--- src/hw/rtl/mesh_vertex_dedup_indexer_top_defines.svh ---
// ----------------------------------------------------------------------------
// Mesh vertex dedup indexer assertion macros
// Shared property wrappers for the concurrent checks of the indexer.
// ----------------------------------------------------------------------------
`ifndef MESH_VERTEX_DEDUP_INDEXER_TOP_DEFINES_SVH
`define MESH_VERTEX_DEDUP_INDEXER_TOP_DEFINES_SVH

// Same-cycle implication, checked on every rising edge outside reset.
`define MVDI_ASSERT_NOW(lbl, ante, cons) \
    lbl: assert property (@(posedge i_clk) disable iff (!i_rst_n) (ante) |-> (cons)) \
        else $error("mvdi check failed");

// Next-cycle implication, checked on every rising edge outside reset.
`define MVDI_ASSERT_NEXT(lbl, ante, cons) \
    lbl: assert property (@(posedge i_clk) disable iff (!i_rst_n) (ante) |=> (cons)) \
        else $error("mvdi check failed");

`endif

--- src/hw/rtl/mvdi_pkg.sv ---
// ----------------------------------------------------------------------------
// Mesh vertex dedup indexer package
// Command codes, emit codes and the control/status structs.
// ----------------------------------------------------------------------------
`timescale 1ns / 1ps

package mvdi_pkg;

    // Input command codes carried in the input tuser.
    localparam logic [1:0] CMD_LOAD_POS = 2'd0;
    localparam logic [1:0] CMD_LOAD_NRM = 2'd1;
    localparam logic [1:0] CMD_CORNER   = 2'd2;
    localparam logic [1:0] CMD_CLEAR    = 2'd3;

    // Result word selection driven by the controller.
    localparam logic [2:0] EMIT_NONE = 3'd0;
    localparam logic [2:0] EMIT_HIT  = 3'd1;
    localparam logic [2:0] EMIT_FULL = 3'd2;
    localparam logic [2:0] EMIT_VTX  = 3'd3;
    localparam logic [2:0] EMIT_IDX  = 3'd4;

    // Result kinds.
    localparam logic KIND_VERTEX = 1'b0;
    localparam logic KIND_INDEX  = 1'b1;

    // Field geometry.
    localparam int IDX_W     = 21;
    localparam int KEY_W     = 3 * IDX_W;
    localparam int WORD_W    = 32;
    localparam int ID_W      = 12;
    localparam int ID_LIMIT  = 4096;
    localparam int CNT_W     = 13;
    localparam int IN_DATA_W = 184;
    localparam int OUT_DATA_W = 208;
    localparam logic [7:0] TRI_SIZE = 8'd3;

    // Register indexes on the configuration port.
    localparam logic REG_POS_COUNT = 1'b0;
    localparam logic REG_NRM_COUNT = 1'b1;

    typedef struct packed {
        logic       accept;
        logic       start;
        logic       scan_en;
        logic       insert;
        logic [2:0] emit;
    } t_dp_cmd;

    typedef struct packed {
        logic is_tri;
        logic hit;
        logic scan_done;
        logic full;
        logic out_free;
        logic over_cap;
    } t_dp_sts;

endpackage

--- src/hw/rtl/mvdi_ctrl.sv ---
// ----------------------------------------------------------------------------
// Mesh vertex dedup indexer controller
// Sequences the key scan, insertion and result words of one corner.
// ----------------------------------------------------------------------------
`timescale 1ns / 1ps

module mvdi_ctrl (
    input  logic             i_clk,
    input  logic             i_rst_n,
    input  logic             i_in_valid,
    output logic             o_in_ready,
    input  mvdi_pkg::t_dp_sts i_sts,
    output mvdi_pkg::t_dp_cmd o_cmd
);
    import mvdi_pkg::*;

    localparam logic [2:0] ST_IDLE = 3'd0;
    localparam logic [2:0] ST_SCAN = 3'd1;
    localparam logic [2:0] ST_HIT  = 3'd2;
    localparam logic [2:0] ST_MISS = 3'd3;
    localparam logic [2:0] ST_VTX  = 3'd4;
    localparam logic [2:0] ST_IDX  = 3'd5;

    logic [2:0] r_state;
    logic [2:0] n_state;

    // Next-state and command decode.
    always_comb begin
        n_state       = r_state;
        o_in_ready    = 1'b0;
        o_cmd.accept  = 1'b0;
        o_cmd.start   = 1'b0;
        o_cmd.scan_en = 1'b0;
        o_cmd.insert  = 1'b0;
        o_cmd.emit    = EMIT_NONE;
        case (r_state)
            ST_IDLE: begin
                o_in_ready   = 1'b1;
                o_cmd.accept = i_in_valid;
                if (i_in_valid && i_sts.is_tri) begin
                    o_cmd.start = 1'b1;
                    n_state     = ST_SCAN;
                end
            end
            ST_SCAN: begin
                // The scan stops on a hit so that the matching id is held.
                if (i_sts.hit) begin
                    n_state = ST_HIT;
                end else begin
                    o_cmd.scan_en = 1'b1;
                    if (i_sts.scan_done) begin
                        n_state = ST_MISS;
                    end
                end
            end
            ST_HIT: begin
                if (i_sts.out_free) begin
                    o_cmd.emit = EMIT_HIT;
                    n_state    = ST_IDLE;
                end
            end
            ST_MISS: begin
                if (i_sts.full) begin
                    if (i_sts.out_free) begin
                        o_cmd.emit = EMIT_FULL;
                        n_state    = ST_IDLE;
                    end
                end else begin
                    o_cmd.insert = 1'b1;
                    n_state      = ST_VTX;
                end
            end
            ST_VTX: begin
                if (i_sts.out_free) begin
                    o_cmd.emit = EMIT_VTX;
                    n_state    = ST_IDX;
                end
            end
            ST_IDX: begin
                if (i_sts.out_free) begin
                    o_cmd.emit = EMIT_IDX;
                    n_state    = ST_IDLE;
                end
            end
            default: begin
                n_state = ST_IDLE;
            end
        endcase
    end

    // State register.
    always_ff @(posedge i_clk) begin
        if (!i_rst_n) begin
            r_state <= ST_IDLE;
        end else begin
            r_state <= n_state;
        end
    end

endmodule

--- config.mk ---
export PLATFORM = sky130hd
export DESIGN_NAME = mvdi_ctrl
export DESIGN_NICKNAME = d
export VERILOG_FILES = /design/src/hw/rtl/mesh_vertex_dedup_indexer_top_defines.svh /design/src/hw/rtl/mvdi_pkg.sv /design/src/hw/rtl/mvdi_ctrl.sv
export SDC_FILE = /design/constraint.sdc
export NUM_CORES = 1
export LEC_CHECK = 0
export BUFFER_PORTS_ARGS = -buffer_cell sky130_fd_sc_hd__buf_2
export CAP_MARGIN = 20
export CORE_AREA = 2 2 39 41
export DETAILED_ROUTE_END_ITERATION = 8
export DIE_AREA = 0 0 41 43
export PLACE_DENSITY = 0.42
export SETUP_SLACK_MARGIN = 0.02
export SLEW_MARGIN = 20
export SYNTH_ARGS = -nofsm -noshare
export SYNTH_HDL_FRONTEND = slang
export SYNTH_SLANG_ARGS = --single-unit
--- constraint.sdc ---
create_clock -name i_clk -period 3.7 [get_ports i_clk]
set_input_delay 0.37 -clock i_clk [delete_from_list [all_inputs] [get_ports i_clk]]
set_output_delay 0.37 -clock i_clk [all_outputs]
set_load 0.02 [all_outputs]
== Word level (Yosys, flattened, before mapping) ==
Index checks and enable logic that the tools add are counted.

* Word-level logic and storage cells: 33
* Bits in registers: 3
* Output and inout port bits: 8
* Input bits: 9

* Reduce and logical (&&, ||, !) cells: 4
* Multiplexer cells: 20
* Equality and inequality tests: 8

{| class="wikitable"
|+ Operator list
! cell !! count
|-
| $mux W3 || 8
|-
| $pmux W3 S5 || 1
|-
| $pmux W3 S4 || 1
|-
| $mux W1 || 7
|-
| $eq A3 B2 Y1 const B || 2
|-
| $eq A3 B3 Y1 const B || 2
|-
| $mux W2 || 3
|-
| $ne A2 B2 Y1 const B || 2
|-
| $eq A3 B1 Y1 const B || 1
|-
| $logic_not A3 Y1 || 1
|-
| $ne A3 B3 Y1 const B || 1
|-
| $reduce_and A3 Y1 || 1
|-
| $reduce_or A2 Y1 || 1
|-
| $logic_and A1 B1 Y1 || 1
|}

== Depth between registers and ports, before layout ==
Gate-level depths: netlist (run 1).

* Word-level depth: 3
* Gate-level depth with buffers: 4
* Mapped depth without buffers: 3

== Least setup slack after synthesis (run 1) ==
Ideal clock, no wire load.

* Path type: register to output
* Start: register r_state[0]
* End: output o_cmd[5] in the netlist's numbering
* Data required time: 3.330 ns
* Path slack: 2.110 ns
* Stages on the path, launching flop included: 5
* Arrival time: 1.220 ns
* Path buffers: 1
* Path through: dfxtp_1 > buf_4 > or3_1 > inv_1 > and2_1

{| class="wikitable"
|+ RTL lines
! what !! RTL line !! source
|-
| start: declaration || mvdi_ctrl.sv:24 || <nowiki>logic [2:0] r_state;</nowiki>
|-
| start signal: assignment || mvdi_ctrl.sv:96 || <nowiki>r_state <= n_state;</nowiki>
|-
| end: declaration || mvdi_ctrl.sv:13 || <nowiki>output mvdi_pkg::t_dp_cmd o_cmd</nowiki>
|}

==> results of run 1 <==
metrics by stage:
stage	power (mW)	util	instances	setup WS, ps
finish	0.125	0.280	69	1890
global route	0.135	0.280	69	1800
CTS	0.128	0.280	69	1880
detailed placement	0.0689	0.261	65	2140
global placement	0.0690	0.261	65	2130
floorplan	0.0590	-	35	2110
final cells by class:
| type | instances | area, um^2 | share of cell area |
|---|---|---|---|
| Clock buffer | 4 | 26.3 | 0.0677 |
| Inverter | 4 | 15.0 | 0.0387 |
| Multi-Input combinational cell | 27 | 191 | 0.494 |
| Sequential cell | 3 | 60.1 | 0.155 |
| Tap cell | 16 | 20.0 | 0.0516 |
| Timing Repair Buffer | 15 | 75.1 | 0.194 |
power groups by stage:
stage	Clock, mW	Sequential (mW)	Combinational (mW)
floorplan	0	0.0354	0.0236
global placement	0	0.0382	0.0308
detailed placement	0	0.0381	0.0308
CTS	0.0600	0.0376	0.0308
global route	0.0630	0.0382	0.0340
finish	0.0573	0.0376	0.0304
synthesized netlist by cell type (all sizes together) (2+ instances only):
library cell,n,area [um^2]
dfxtp,3,60.1
and2,4,25.0
a21oi,2,10.0
or2b,2,15.0
o21ai,2,10.0
inv,4,15.0
nor2,2,7.51
kinds of logic after synthesis:
logic type,count (synthesis)
mux,1
buf+inv,5
simple gates,17
compound gates,9
flops,3
routing by layer:
metal,vias up,global-route usage,routed length (um)
li1,161,-,-
met5,-,0,0
met2,12,0.106,292
met3,0,0.0314,64
met4,0,0.0800,0
met1,130,0.121,285
critical path, delay by kind of cell, from the launching register on:
family | cells | cell delay, ps
buffers and inverters | 2 | 210
flip-flops | 1 | 480
AND/OR/NAND/NOR | 1 | 510
worst max-delay path by stage:
stage / end / depth (start not counted) / slack, ps
final: o_cmd[4] / 3 / 1890
after global routing: o_cmd[4] / 3 / 1800
after CTS: o_cmd[4] / 3 / 1880
after detailed placement: o_cmd[4] / 3 / 2140
after global placement: o_cmd[4] / 3 / 2130
after floorplan: o_cmd[5] / 4 / 2110
==> impl_metrics.yaml, run 1 <==
finish:
  n_antenna_cell: 0
  fin_nets: 63
  top_register: "r_state"
  final_cell_mix: "buf_2 (15), inv_1 (4), and2_1 (4)"
  reg.largest.list: "r_state (3)"
  drive_gt1_frac: 0.396
  fillers: 166
  final_area_um2: 388
  syn2layout_area_growth_pct: 41.6
  mostFrequentLayoutCell: "buf_2"
  largest_reg_flops: 3
global_route:
  grt_pass1_vias: 242
  grt_util_all_layers: 0.0902
  antenna_found_initial: 0
  grt_max_degree: 11
  grt_first_pass_wirelength_mm: 1.03
  overflow: 0
synthesis:
  synth_adder_area_share: 0
  synth-seq-cells: 3
  netlist_instances: 35
  syn_area_um2: 274
  muxShareOfSynthArea: 0.0365
  ys_types: 23
  async_flop_share: 0
  ys_warn_count: 0
  synth_compound_area_frac: 0.237
  synth.net_count: 44
  synth_ff_type: "dfxtp_1"
  synth_top_family_by_area: "simple AND/OR/NAND/NOR gates"
  synth.yosys.seq_area_share: 0.219
  synth-xor-area-share: 0
  synth_edf_count: 0
  yosys.area_share.simple: 0.425
  syn_avg_cell_area_um2: 7.83
routing:
  drtPass1Iterations: 2
  num_vias: 303
  vias_per_cell: 4.39
  wl_per_cell_um: 9.30
  remaining_drc_errors: 0
  finalWirelength_um: 642
  drtAntennaViolNets: 0
  drt-initial-drc-count: 3
worst_hold_path:
  whs_path_depth: 3
  holdPathEnd: "r_state[2]"
  hp-class: "in2reg"
  hold_start: "i_rst_n"
pwr:
  switching_share: 0.291
  p_leak_nw: 0.176
  sequentialPowerShare: 0.300
  irDropWorstVdd_uv: 73.7
  intPower_mw: 0.0890
  power_frac_clock: 0.457
  switching_power_mw: 0.0364
  combPwrFrac: 0.243
  p_per_area_nw_per_um2: 323
setup_path:
  cp-startpoint: "r_state[0]"
  r2r_slack_ps: 2300
  critical_path_class: "reg2out"
  cpMaxStageDelayCell: "or4b_4"
  cp.arrival_ps: 1440
  cp-start-kind: "flop"
  worstReg2RegStart: "r_state[0]"
  critical_path.max_stage_delay_ps: 510
  worstReg2RegEnd: "r_state[1]"
  cp.required_ps: 3330
  path_cells: "or4b_4 -> inv_1 -> buf_2"
  critPathMaxFanout: 10
  end_kind: "primary output"
  r2r_cells: 3
cts:
  cts_buffers: 3
  clockBufferDepth: 2
  post_cts_buffers: 0
  cts_tree: "done"
  cts-hold-fix-buffers: 0
  clkSinkCount: 3
  worstSkewPairLatency_ps: 230
  cts-root-buf: "clkbuf_4"
  clkTransAtPathRegs_ps: 40
  post_cts_resized: 0
  cts_max_level: 1
sta:
  finalCritPeriodShare: 0.489
  rsz0062_at_grt: "no"
  worst_slew_pin_slew_ps: 297
  slew_headroom: 0.802
  setup_tns_ps: 0
  max_freq_mhz: 553
  slew_viol_final: 0
  setup_violations: 0
  skew_ps: 3.37
  hold_ws_ps: 420
  hold_viol: 0
  period_needed_ps: 1810
floorplan:
  die_w_um: 41
  io_pins: 17
  die_area_um2: 1760
  fp-row-count: 14
  initial_core_util: 0.198
  coreArea_um2: 1380
  die_height_um: 43
placement:
  portBuffers: 15
  gpl.final_weighted_congestion: 0.654
  dpl-instance-area_um2: 362
  dp_hpwl_um: 505
job:
  drv_cap: 0
status:
  status: "finished, final reports clean"
No activity file was read; power rests on OpenSTA's default activity.
==> run 2, diff against run 1 <==
- PLACE_DENSITY: 0.42 -> 0.44
- clock period: 3.7 -> 1.4 ns (I/O delays scaled with it)
==> run 2 against run 1 <==
Register-to-register slack got worse by 2300 ps. Critical path depth rose by 2. Routed wire length rose by 25%. Sequential share of layout area fell by 2.6 points. Largest power group unchanged. Core utilization rose by 9.0 points. Combinational power rose to 4.5 times the previous value. First-iteration DRC count rose to 3.3 times the previous value. Worst setup slack got worse by 1900 ps. Clock power rose to 2.7 times the previous value. Die area did not move. Power rose to 3.0 times the previous value. Sequential power rose by 150%.
==> impl_metrics.yaml, run 2 (synthesized netlist as in run 1, its figures left out) <==
global_route:
  grt_first_pass_wirelength_mm: 1.15
  antenna_found_initial: 0
  grt_util_all_layers: 0.101
  grt_max_degree: 9
  overflow: 0
  grt_pass1_vias: 300
finish:
  final_area_um2: 513
  syn2layout_area_growth_pct: 87.2
  final_cell_mix: "buf_2 (10), buf_6 (7), buf_4 (4)"
  reg.largest.list: "r_state (3)"
  mostFrequentLayoutCell: "buf_2"
  n_antenna_cell: 0
  top_register: "r_state"
  largest_reg_flops: 3
  drive_gt1_frac: 0.627
  utilization: 0.371
  fin_nets: 69
setup_path:
  critPathMaxFanout: 5
  worstReg2RegStart: "r_state[1]"
  cp-start-kind: "flop"
  critical_path_class: "reg2out"
  r2r_cells: 4
  worstReg2RegEnd: "r_state[1]"
  cp.required_ps: 1260
  cp.arrival_ps: 1250
  end_kind: "primary output"
  r2r_slack_ps: 50
  cp-startpoint: "r_state[2]"
cts:
  cts_max_level: 1
  worstSkewPairLatency_ps: 230
  clockBufferDepth: 2
  cts-root-buf: "clkbuf_4"
  cts_buffers: 3
  cts_tree: "done"
  clkTransAtPathRegs_ps: 40
  clkSinkCount: 3
  cts-hold-fix-buffers: 0
routing:
  drtAntennaViolNets: 0
  drt-initial-drc-count: 10
  drtPass1Iterations: 4
  vias_per_cell: 4.48
  wl_per_cell_um: 10.7
  num_vias: 336
  finalWirelength_um: 800
  remaining_drc_errors: 0
floorplan:
  io_pins: 17
  die_height_um: 43
  die_area_um2: 1760
  fp-row-count: 14
  initial_core_util: 0.198
  coreArea_um2: 1380
  die_w_um: 41
worst_hold_path:
  holdPathEnd: "r_state[2]"
  hold_start: "i_rst_n"
  hp-class: "in2reg"
  whs_path_depth: 3
status:
  status: "finished, final reports clean"
sta:
  setup_violations: 0
  max_freq_mhz: 718
  rsz0062_at_grt: "yes"
  slew_viol_final: 0
  slew_headroom: 0.867
  skew_ps: 3.19
  period_needed_ps: 1390
  hold_viol: 0
  worst_slew_pin_slew_ps: 197
  finalCritPeriodShare: 0.994
placement:
  dp_hpwl_um: 535
  portBuffers: 15
  gpl.final_weighted_congestion: 0.695
  dpl-instance-area_um2: 384
job:
  drv_cap: 0
pwr:
  p_leak_nw: 0.219
  irDropWorstVdd_uv: 339
  p_per_area_nw_per_um2: 743
run 2: changes by cell type in the layout (fill, tap and decap cells not counted), moves of 2 or more:
cell	before	now
inv_1	4	2
buf_4	0	4
dfxtp_1	3	0
buf_2	15	10
dfxtp_2	0	2
buf_6	0	7
and2_1	4	2
and2_4	0	2
run 2: area by class of cell:
type,count,area [um^2]
multi-input cells,27,224
flip-flops and latches,3,66.3
well taps,16,20.0
clock buffers,4,26.3
fillers,153,871
inverters,4,17.5
repair buffers,21,159
run 2: repair_timing:
item,4_1_cts,5_1_grt
endpoints found under the setup margin,6,7
resized for setup,20,6
gates cloned,0,0
buffers inserted,3,0
pin swaps,4,2
run 2: critical path: stages, from the launching register on:
cell and delay, ps:
dfxtp_4 350, buf_6 120, nand3b_1 160, mux2i_1 130, and2_1 150, buf_6 110
run 2: metal layers:
| metal | vias up | share of wire | track usage |
|---|---|---|---|
| met2 | 11 | 0.51 | 0.150 |
| li1 | 171 | - | - |
| met3 | 0 | 0.068 | 0.0628 |
| met5 | - | 0 | 0 |
| met4 | 0 | 0 | 0.0600 |
| met1 | 154 | 0.42 | 0.103 |
run 2: power breakdown:
group          switching [mW]  internal, mW  leakage, nW
logic                  0.0625        0.0731        0.178
clock network          0.0456         0.107       0.0150
registers             0.00377        0.0892       0.0261
run 2: how the worst max path moves through the flow:
stage                  to  cells past startpoint
6_report         o_cmd[1]                      5
5_1_grt          o_cmd[1]                      5
4_1_cts          o_cmd[4]                      3
3_5_place_dp   r_state[1]                      3
3_3_place_gp   r_state[1]                      3
2_1_floorplan    o_cmd[5]                      4
run 2: per-stage QoR:
step | setup WS, ps | setup TNS, ps | hold WS [ps] | cells | power [mW]
floorplan | 39.8 | 0 | 278 | 35 | 0.156
global placement | 116 | 0 | 424 | 68 | 0.188
detailed placement | 118 | 0 | 424 | 68 | 0.188
CTS | -13.4 | -17.5 | 163 | 75 | 0.384
global route | -53.2 | -135 | 187 | 75 | 0.409
finish | 7.95 | 0 | 184 | 75 | 0.381
==> run 3, diff against run 2 <==
- RECOVER_POWER: default -> 100
==> run 3 against run 2 <==
Global-route usage unchanged. First-iteration DRC count unchanged. Non-clock buffer count unchanged. Sequential cell count unchanged. Combinational power shrank 7%. Clock power about the same.
==> impl_metrics.yaml, run 3 (synthesized netlist as in run 1, its figures left out) <==
floorplan:
  coreArea_um2: 1380
  fp-row-count: 14
  die_area_um2: 1760
  io_pins: 17
  initial_core_util: 0.198
  die_w_um: 41
  die_height_um: 43
sta:
  skew_ps: 3.19
  worst_slack_ps: 8.18
  worst_slew_pin_slew_ps: 244
  hold_ws_ps: 186
  slew_viol_final: 0
  rsz0062_at_grt: "yes"
  hold_viol: 0
  max_freq_mhz: 718
  finalCritPeriodShare: 0.994
  setup_violations: 0
  slew_headroom: 0.838
  setup_tns_ps: 0
  period_needed_ps: 1390
cts:
  clockBufferDepth: 2
  cts_tree: "done"
  cts_buffers: 3
  clkTransAtPathRegs_ps: 40
  worstSkewPairLatency_ps: 230
  cts-root-buf: "clkbuf_4"
  cts-hold-fix-buffers: 0
  clkSinkCount: 3
  cts_max_level: 1
pwr:
  p_leak_nw: 0.210
  power.total_mw: 0.371
  irDropWorstVdd_uv: 335
  p_per_area_nw_per_um2: 751
setup_path:
  critPathMaxFanout: 5
  end_kind: "primary output"
  cp.arrival_ps: 1250
  cp.required_ps: 1260
  cp-start-kind: "flop"
  critical_path_class: "reg2out"
finish:
  drive_gt1_frac: 0.593
  fin_nets: 69
  n_antenna_cell: 0
  largest_reg_flops: 3
  reg.largest.list: "r_state (3)"
  final_cell_mix: "buf_2 (8), buf_6 (7), clkbuf_4 (3), clkbuf_1 (3)"
  utilization: 0.357
  mostFrequentLayoutCell: "buf_2"
  syn2layout_area_growth_pct: 80.4
  top_register: "r_state"
routing:
  drtAntennaViolNets: 0
  vias_per_cell: 4.52
  finalWirelength_um: 790
  drtPass1Iterations: 4
  remaining_drc_errors: 0
  wl_per_cell_um: 10.5
  num_vias: 339
  drt-initial-drc-count: 10
placement:
  portBuffers: 15
  gpl.final_weighted_congestion: 0.695
  dp_hpwl_um: 535
  pre_cts_ws_ps: 118
status:
  status: "finished, final reports clean"
global_route:
  grt_max_degree: 9
  grt_pass1_vias: 300
  overflow: 0
  antenna_found_initial: 0
  grt_util_all_layers: 0.101
  grt_first_pass_wirelength_mm: 1.15
job:
  drv_cap: 0
worst_hold_path:
  hp-class: "in2reg"
-- run 3: cell count changes in the layout (fill, tap and decap cells not counted) --
cell | previous run | this run
buf_2 | 10 | 8
buf_4 | 4 | 2
clkbuf_1 | 1 | 3
clkbuf_2 | 0 | 2
o221ai_2 | 0 | 1
o221ai_4 | 1 | 0
-- run 3: final cells by class --
cell class                      count  area, um^2
Clock buffer                        4        26.3
Tap cell                           16        20.0
Inverter                            4        17.5
Fill cell                         156         890
Timing Repair Buffer               21         151
Sequential cell                     3        66.3
Multi-Input combinational cell     27         213
-- run 3: critical path: stages, from the launching register on --
cell      delay [ps]
dfxtp_4          350
buf_6            120
nand3b_1         160
mux2i_1          130
and2_1           150
buf_6            110
-- run 3: final timing paths --
check,startpoint,slack [ps],endpoint,depth (start not counted)
worst min register to register,r_state[2],550,r_state[1],2
worst min-delay path,i_rst_n,190,r_state[2],3
worst max-delay path,r_state[2],8,o_cmd[1],5
worst max register to register,r_state[1],30,r_state[1],4
-- run 3: per-layer routing --
metal | wire length, um | vias to the layer above | share of wire | GRT usage
li1 | - | 171 | - | -
met1 | 324 | 157 | 0.41 | 0.103
met2 | 412 | 11 | 0.52 | 0.150
met3 | 53 | 0 | 0.067 | 0.0628
met4 | 0 | 0 | 0 | 0.0600
met5 | 0 | - | 0 | 0
-- run 3: metrics by stage --
step,cells,cell area (um^2)
floorplan,35,274
global placement,68,384
detailed placement,68,384
CTS,75,495
global route,75,494
finish,75,494
-- run 3: power breakdown --
| group | switching, mW | internal, mW |
|---|---|---|
| clock network | 0.0456 | 0.107 |
| registers | 0.00377 | 0.0892 |
| logic | 0.0589 | 0.0670 |
-- run 3: what timing repair did --
action	in CTS	in global routing
setup buffers	3	0
setup endpoints to repair	6	7
pin swaps	4	2
gates resized for setup	20	6
